## src/hdl/qhwc_pkg.sv

```systemverilog
// ----------------------------------------------------------------------------
// qhwc_pkg
// types, constants and window compare shared by the quiet-hours checker
// ----------------------------------------------------------------------------
package qhwc_pkg;

    localparam int unsigned MinW       = 11;
    localparam int unsigned HourW      = 5;
    localparam int unsigned MinuteW    = 6;
    localparam int unsigned WeekdayW   = 3;
    localparam int unsigned CfgIdxW    = 3;
    localparam int unsigned CfgDataW   = 11;

    localparam logic [MinW:0]       DayMinutes      = 12'd1440;
    localparam logic [MinW:0]       OverrideMinutes = 12'd10;
    localparam logic [WeekdayW-1:0] FirstWeekendDay = 3'd6;

    // command codes
    localparam logic CmdCheck   = 1'b0;
    localparam logic CmdSuspend = 1'b1;

    // register indexes
    localparam logic [CfgIdxW-1:0] RegW0Start     = 3'd0;
    localparam logic [CfgIdxW-1:0] RegW0End       = 3'd1;
    localparam logic [CfgIdxW-1:0] RegW1Start     = 3'd2;
    localparam logic [CfgIdxW-1:0] RegW1End       = 3'd3;
    localparam logic [CfgIdxW-1:0] RegWeekendMode = 3'd4;

    typedef struct packed {
        logic                command;
        logic [HourW-1:0]    hour;
        logic [MinuteW-1:0]  minute;
        logic [WeekdayW-1:0] weekday;
    } t_item;

    typedef struct packed {
        logic [MinW-1:0] w0_start;
        logic [MinW-1:0] w0_stop;
        logic [MinW-1:0] w1_start;
        logic [MinW-1:0] w1_stop;
        logic            weekend_mode;
    } t_cfg;

    typedef struct packed {
        logic            pending;
        logic [MinW-1:0] start;
        logic [MinW-1:0] stop;
    } t_susp;

    // half-open window [s, e), wraps past midnight when s > e, off when s == e
    function automatic logic in_window(
        input logic [MinW-1:0] t,
        input logic [MinW-1:0] s,
        input logic [MinW-1:0] e
    );
        logic hit;
        if (s == e) begin
            hit = 1'b0;
        end else if (s < e) begin
            hit = (t >= s) && (t < e);
        end else begin
            hit = (t < e) || (t >= s);
        end
        return hit;
    endfunction

endpackage

```

## src/hdl/quiet_hours_window_checker_core.sv

```systemverilog
// ----------------------------------------------------------------------------
// quiet_hours_window_checker_core
// decides per check beat whether the device sits in a blocked period
// ----------------------------------------------------------------------------
//
//  channel   direction  handshake                  payload
//  in        sink       i_in_valid / o_in_ready    i_command i_hour i_minute i_weekday
//  out       source     o_out_valid / i_out_ready  o_blocked
//  cfg       sink       i_cfg_we                   i_cfg_index i_cfg_data
//
//  one beat per cycle sustained while the result register is not stalled; a check
//  beat is loaded into the input register on acceptance, and its result then into
//  the result register behind the single evaluation stage
//  suspend beats give no result and leave the result register untouched
//  a stalled result register holds; the input register takes a new beat only
//  when its held beat makes no result or can drain into the result register
//  synchronous active-low reset clears config, override state and valid flags
//
module quiet_hours_window_checker_core import qhwc_pkg::*; (
    input  logic                i_clk,
    input  logic                i_rst_n,
    // item input
    input  logic                i_in_valid,
    output logic                o_in_ready,
    input  logic                i_command,
    input  logic [HourW-1:0]    i_hour,
    input  logic [MinuteW-1:0]  i_minute,
    input  logic [WeekdayW-1:0] i_weekday,
    // result output
    output logic                o_out_valid,
    input  logic                i_out_ready,
    output logic                o_blocked,
    // config writes
    input  logic                i_cfg_we,
    input  logic [CfgIdxW-1:0]  i_cfg_index,
    input  logic [CfgDataW-1:0] i_cfg_data
);

    // input register
    logic  r_in_vld;
    t_item r_in;
    // result register
    logic  r_out_vld;
    logic  r_blocked;
    // config and override state
    t_cfg  r_cfg;
    t_cfg  n_cfg;
    t_susp r_susp;
    t_susp n_susp;

    logic  w_has_result;
    logic  w_blocked;
    logic  w_advance;
    logic  w_in_take;

    qhwc_eval u_eval (
        .i_item       (r_in),
        .i_cfg        (r_cfg),
        .i_susp       (r_susp),
        .o_has_result (w_has_result),
        .o_blocked    (w_blocked),
        .o_susp_next  (n_susp)
    );

    // the held beat moves on if it makes no result or the result slot frees up
    assign w_advance   = r_in_vld && (!w_has_result || !r_out_vld || i_out_ready);
    assign o_in_ready  = !r_in_vld || w_advance;
    assign w_in_take   = i_in_valid && o_in_ready;
    assign o_out_valid = r_out_vld;
    assign o_blocked   = r_blocked;

    // register writes, unknown indexes ignored
    always_comb begin
        n_cfg = r_cfg;
        if (i_cfg_we) begin
            case (i_cfg_index)
                RegW0Start:     n_cfg.w0_start     = i_cfg_data[MinW-1:0];
                RegW0End:       n_cfg.w0_stop      = i_cfg_data[MinW-1:0];
                RegW1Start:     n_cfg.w1_start     = i_cfg_data[MinW-1:0];
                RegW1End:       n_cfg.w1_stop      = i_cfg_data[MinW-1:0];
                RegWeekendMode: n_cfg.weekend_mode = i_cfg_data[0];
                default:        n_cfg = r_cfg;
            endcase
        end
    end

    // control state
    always_ff @(posedge i_clk) begin
        if (!i_rst_n) begin
            r_in_vld  <= 1'b0;
            r_out_vld <= 1'b0;
            r_cfg     <= '0;
            r_susp    <= '0;
        end else begin
            r_cfg <= n_cfg;
            if (w_in_take) begin
                r_in_vld <= 1'b1;
            end else if (w_advance) begin
                r_in_vld <= 1'b0;
            end
            if (w_advance) begin
                r_susp <= n_susp;
            end
            if (w_advance && w_has_result) begin
                r_out_vld <= 1'b1;
            end else if (i_out_ready) begin
                r_out_vld <= 1'b0;
            end
        end
    end

    // payload registers
    always_ff @(posedge i_clk) begin
        if (w_in_take) begin
            r_in.command <= i_command;
            r_in.hour    <= i_hour;
            r_in.minute  <= i_minute;
            r_in.weekday <= i_weekday;
        end
        if (w_advance && w_has_result) begin
            r_blocked <= w_blocked;
        end
    end

endmodule

```

## src/hdl/qhwc_eval.sv

```systemverilog
// ----------------------------------------------------------------------------
// qhwc_eval
// evaluates one item against the windows and the suspend override
// ----------------------------------------------------------------------------
module qhwc_eval import qhwc_pkg::*; (
    input  t_item i_item,
    input  t_cfg  i_cfg,
    input  t_susp i_susp,
    output logic  o_has_result,
    output logic  o_blocked,
    output t_susp o_susp_next
);

    logic [MinW-1:0] w_tod;
    logic [MinW:0]   w_sum;
    logic [MinW-1:0] w_stop;
    logic            w_hit0;
    logic            w_hit1;
    logic            w_weekend;

    // hour*60 as hour*64 - hour*4, no wrap at day end
    assign w_tod = {i_item.hour, 6'b0}
                 - {4'b0, i_item.hour, 2'b0}
                 + {5'b0, i_item.minute};

    always_comb begin
        w_sum = {1'b0, w_tod} + OverrideMinutes;
        if (w_sum > DayMinutes) begin
            w_sum = w_sum - DayMinutes;
        end
        w_stop = w_sum[MinW-1:0];
    end

    assign w_hit0    = in_window(w_tod, i_cfg.w0_start, i_cfg.w0_stop);
    assign w_hit1    = in_window(w_tod, i_cfg.w1_start, i_cfg.w1_stop);
    assign w_weekend = (i_item.weekday >= FirstWeekendDay);

    always_comb begin
        o_susp_next  = i_susp;
        o_has_result = 1'b1;
        o_blocked    = 1'b0;
        if (i_item.command == CmdSuspend) begin
            o_has_result        = 1'b0;
            o_susp_next.pending = 1'b1;
        end else if (i_susp.pending) begin
            // open the override from this minute
            o_susp_next.pending = 1'b0;
            o_susp_next.start   = w_tod;
            o_susp_next.stop    = w_stop;
        end else if (in_window(w_tod, i_susp.start, i_susp.stop)) begin
            o_blocked = 1'b0;
        end else begin
            o_susp_next.start = '0;
            o_susp_next.stop  = '0;
            if (!i_cfg.weekend_mode) begin
                o_blocked = w_hit0 || w_hit1;
            end else if (w_weekend) begin
                o_blocked = w_hit1;
            end else begin
                o_blocked = w_hit0;
            end
        end
    end

endmodule

```

## config.mk

```make
export PLATFORM = sky130hd
export DESIGN_NAME = quiet_hours_window_checker_core
export DESIGN_NICKNAME = d
export VERILOG_FILES = /design/src/hdl/qhwc_pkg.sv /design/src/hdl/quiet_hours_window_checker_core.sv /design/src/hdl/qhwc_eval.sv
export SDC_FILE = /design/constraint.sdc
export NUM_CORES = 1
export LEC_CHECK = 0
export BUFFER_PORTS_ARGS = -buffer_cell sky130_fd_sc_hd__clkbuf_2
export CORE_ASPECT_RATIO = 1.25
export CORE_MARGIN = 5
export CORE_UTILIZATION = 62
export DETAILED_ROUTE_END_ITERATION = 16
export GPL_TIMING_DRIVEN = 1
export PLACE_DENSITY = 0.91
export SYNTH_ARGS = -nofsm -noshare
export SYNTH_HDL_FRONTEND = slang
export SYNTH_SLANG_ARGS = --single-unit
```

## constraint.sdc

```tcl
create_clock -name i_clk -period 5.76 [get_ports i_clk]
set_input_delay 0 -clock i_clk [delete_from_list [all_inputs] [get_ports i_clk]]
set_output_delay 0 -clock i_clk [all_outputs]
set_load 0.02 [all_outputs]
```

==> impl_metrics.yaml <==
status:
  status: "finished, final reports clean"
floorplan:
  die_area_mm2: 0.0118
  initial_core_util: 0.629
  row_count: 40
  fp.dieH_um: 120
  dieWidth_um: 98.1
  ios: 37
  fp.coreArea_mm2: 0.00956
logic_synthesis:
  yosysWarnings: 0
  yosysUniqueCellTypes: 69
  netlist_area_mm2: 0.00601
  synth_async_sr_flop_share: 0
  synth.yosys.seq_area_share: 0.305
  postSynthCellCount: 724
  synth_seq_cells: 84
  syn_nets: 862
  synthFlopType: "dfxtp_1"
  synth-edff-count: 15
  avgSynthCellArea_um2: 8.30
routing:
  routed.top_layer: "met4"
  dr_wl_met3_um: 1060
  wl_um: 16500
  dr.pass1.iters: 5
  first_iter_violations: 500
  drc: 0
  wl_met2_um: 7970
  antenna_left: 0
  vias_per_cell: 6.16
  wl_met1_um: 6330
  vias: 5628
  wl_per_cell_um: 18.0
cts:
  clockBufferDepth: 2
  cts.clk_slew.worst_paths_ps: 70
  ctsHtreeMaxLevel: 3
  postCtsResizedCells: 0
  worst_skew_pair.late_latency_ps: 340
  clkSinkCount: 84
  tritoncts: "built"
  cts-root-buf: "clkbuf_16"
  cts_made_buffers: 9
worst_setup_path:
  cp-end-kind: "flip-flop"
  crit_slowest_cell: "o21ai_1"
  slowest_delay_ps: 780
  cp.buffers_inverters: 3
  cp-start-kind: "flip-flop"
  crit_chain: "inv_1, ha_1, o21ai_1, nand2_1, a311oi_1, xnor2_1, inv_1, ha_1, a211o_1, a211oi_1, o21a_1, maj3_1, nand2_1, o21ai_1, buf_4, a22oi_1, nor2_1"
  critPathMaxFanout: 12
  cp_data_arrival_time_ps: 5260
  crit_family: "compound AO/OA/AOI/OAI gates"
  required_ps: 6040
  crit_type: "reg -> reg"
sta:
  max_freq_mhz: 201
  final.period_utilization: 0.865
  relSlewSlack: 0.0801
  skew_ps: 9.34
  setup_viol: 0
  rsz0062_at_grt: "no"
  hold_violations: 0
  worst_slew_pin_slew_ps: 1380
  fin_setup_tns_ps: 0
  period_minus_slack_ps: 4980
  slew_violations: 0
cells_and_area:
  multi_input_comb_area_mm2: 0.00379
  syn_to_final_growth_pct: 14.1
  fin_cells: 913
  final_nets: 920
  fillerInstances: 626
  antenna_cells: 0
  final_util: 0.717
  seqCellArea_mm2: 0.00183
  drive_above_1_share: 0.0839
place:
  place_congestion: 0.925
  hpwlAfterDp_um: 11100
  portBuffers: 35
  placed_cells: 870
pwr:
  power_w: 0.00165
  power_density_mw_per_mm2: 240
  power.internal_w: 0.00112
  power_switching_w: 0.000523
  clkPwrFrac: 0.337
  p_leak_nw: 2.80
  swShare: 0.317
  p_seq_frac: 0.381
  peakVddDrop_v: 0.000200
  pwr-share-comb: 0.282
global_routing:
  grt_max_degree: 56
  grt_pass1_wl_um: 26700
  grt_pass1_vias: 5646
  antenna_found_initial: 0
  grt.overflow.total: 0
  grt_use_total: 0.281
flow_run:
  drv_cap: 0
hold_path:
  hold_class: "in -> reg"
-- layout by cell type, fill, tap and decap left out, drive strengths merged, types with 3 or more instances in the layout --
cell	count
a211oi	7
a21o	20
a21oi	71
a221o	3
a22oi	16
a31oi	6
and2	3
and3	3
buf	7
clkbuf	47
clkinv	5
dfxtp	69
dlygate4sd3	27
edfxtp	15
ha	103
inv	77
maj3	3
mux2i	3
nand2	109
nand2b	11
nand3	14
nand3b	4
nand4	7
nor2	42
nor2b	7
nor3	11
nor3b	3
o2111ai	4
o211a	4
o211ai	5
o21a	11
o21ai	22
or3	4
xnor2	8
-- path summary, 6_finish.rpt --
| path | startpoint | endpoint | slack [ps] | cells past startpoint |
|---|---|---|---|---|
| worst max-delay path | r_in[10]$_DFFE_PP_ | r_susp[1]$_SDFFE_PN0P_ | 780 | 17 |
| worst min-delay path | i_cfg_index[2] | r_cfg[0]$_SDFFE_PN0P_ | 20 | 4 |
| worst max register to register | r_in[10]$_DFFE_PP_ | r_susp[1]$_SDFFE_PN0P_ | 780 | 17 |
| worst min register to register | r_cfg[27]$_SDFFE_PN0P_ | r_cfg[27]$_SDFFE_PN0P_ | 460 | 2 |
-- state kept, by name, summed over array words and instances (netlist names) --
signal	flops
r_cfg	45
r_susp	22
r_in	14
o_blocked	1
o_out_valid	1
r_in_vld	1
-- power groups by stage --
stage	Sequential [W]	Clock, W	Combinational, W
after global routing	0.000628	0.000588	0.000512
after detailed placement	0.000639	0	0.000424
after CTS	0.000627	0.000547	0.000448
after global placement	0.000638	0	0.000398
final	0.000628	0.000554	0.000464
after floorplan	0.000636	0	0.000311
-- per-stage QoR --
stage	worst slack, ps	hold slack (ps)	area [µm²]
after floorplan	1780	98.9	6010
after CTS	940	18.9	6850
after detailed placement	989	179	6300
after global placement	1180	178	6300
final	780	19.6	6850
after global routing	477	42.0	6850
-- what timing repair did --
item                                   in CTS  in global routing
endpoints found under the hold margin      60                  0
hold buffers                               27                  0
buffers inserted                            0                  0
-- layer usage --
metal,track usage,vias to the layer above
li1,-,2680
met1,0.315,2586
met2,0.485,271
met3,0.0488,91
met4,0.183,0
met5,0,-
-- cell type report --
class	instances	area share
sequential	84	0.267
clock buffer	12	0.0376
tap	126	0.0230
clock inverter	4	0.00347
inverter	78	0.0434
timing repair buffer	69	0.0727
multi-input combinational	540	0.553
-- cell families after synthesis --
group | after synthesis | share of synthesized area
XOR/XNOR | 10 | 0.0158
buffers and inverters | 100 | 0.0648
AO/OA/AOI/OAI | 188 | 0.206
adder cells (fa/ha/maj) | 107 | 0.223
AND/OR/NAND/NOR | 232 | 0.181
multiplexers | 3 | 0.00500
flip-flops | 84 | 0.305
-- worst reg2reg max path, stage by stage (launching register included) --
cell	delay (ps)
edfxtp_1	500
inv_1	130
ha_1	360
o21ai_1	160
nand2_1	130
a311oi_1	320
xnor2_1	290
inv_1	360
ha_1	390
a211o_1	290
a211oi_1	220
o21a_1	160
maj3_1	170
nand2_1	100
o21ai_1	780
buf_4	320
a22oi_1	110
nor2_1	120
-- Yosys cell counts, types with 4 or more instances --
library cell / number / area share
ha_1: 103 / 0.21
nand3_1: 14 / 0.012
a21o_1: 20 / 0.025
o21ai_0: 20 / 0.017
edfxtp_1: 15 / 0.075
inv_1: 76 / 0.047
clkbuf_1: 19 / 0.012
nand2_1: 109 / 0.068
nor2b_1: 7 / 0.0073
nor3_1: 11 / 0.0092
o211a_1: 4 / 0.0067
or3_1: 4 / 0.0042
nor2_1: 41 / 0.026
o211ai_1: 5 / 0.0062
dfxtp_1: 69 / 0.23
a21oi_1: 70 / 0.058
a22oi_1: 16 / 0.020
o2111ai_1: 4 / 0.0058
o21a_1: 11 / 0.014
nand4_1: 7 / 0.0073
nand3b_1: 4 / 0.0050
a211oi_1: 6 / 0.0075
nand2b_1: 11 / 0.011
xnor2_1: 7 / 0.010
a31oi_1: 6 / 0.0062
Power figures use the tool's default switching activity.
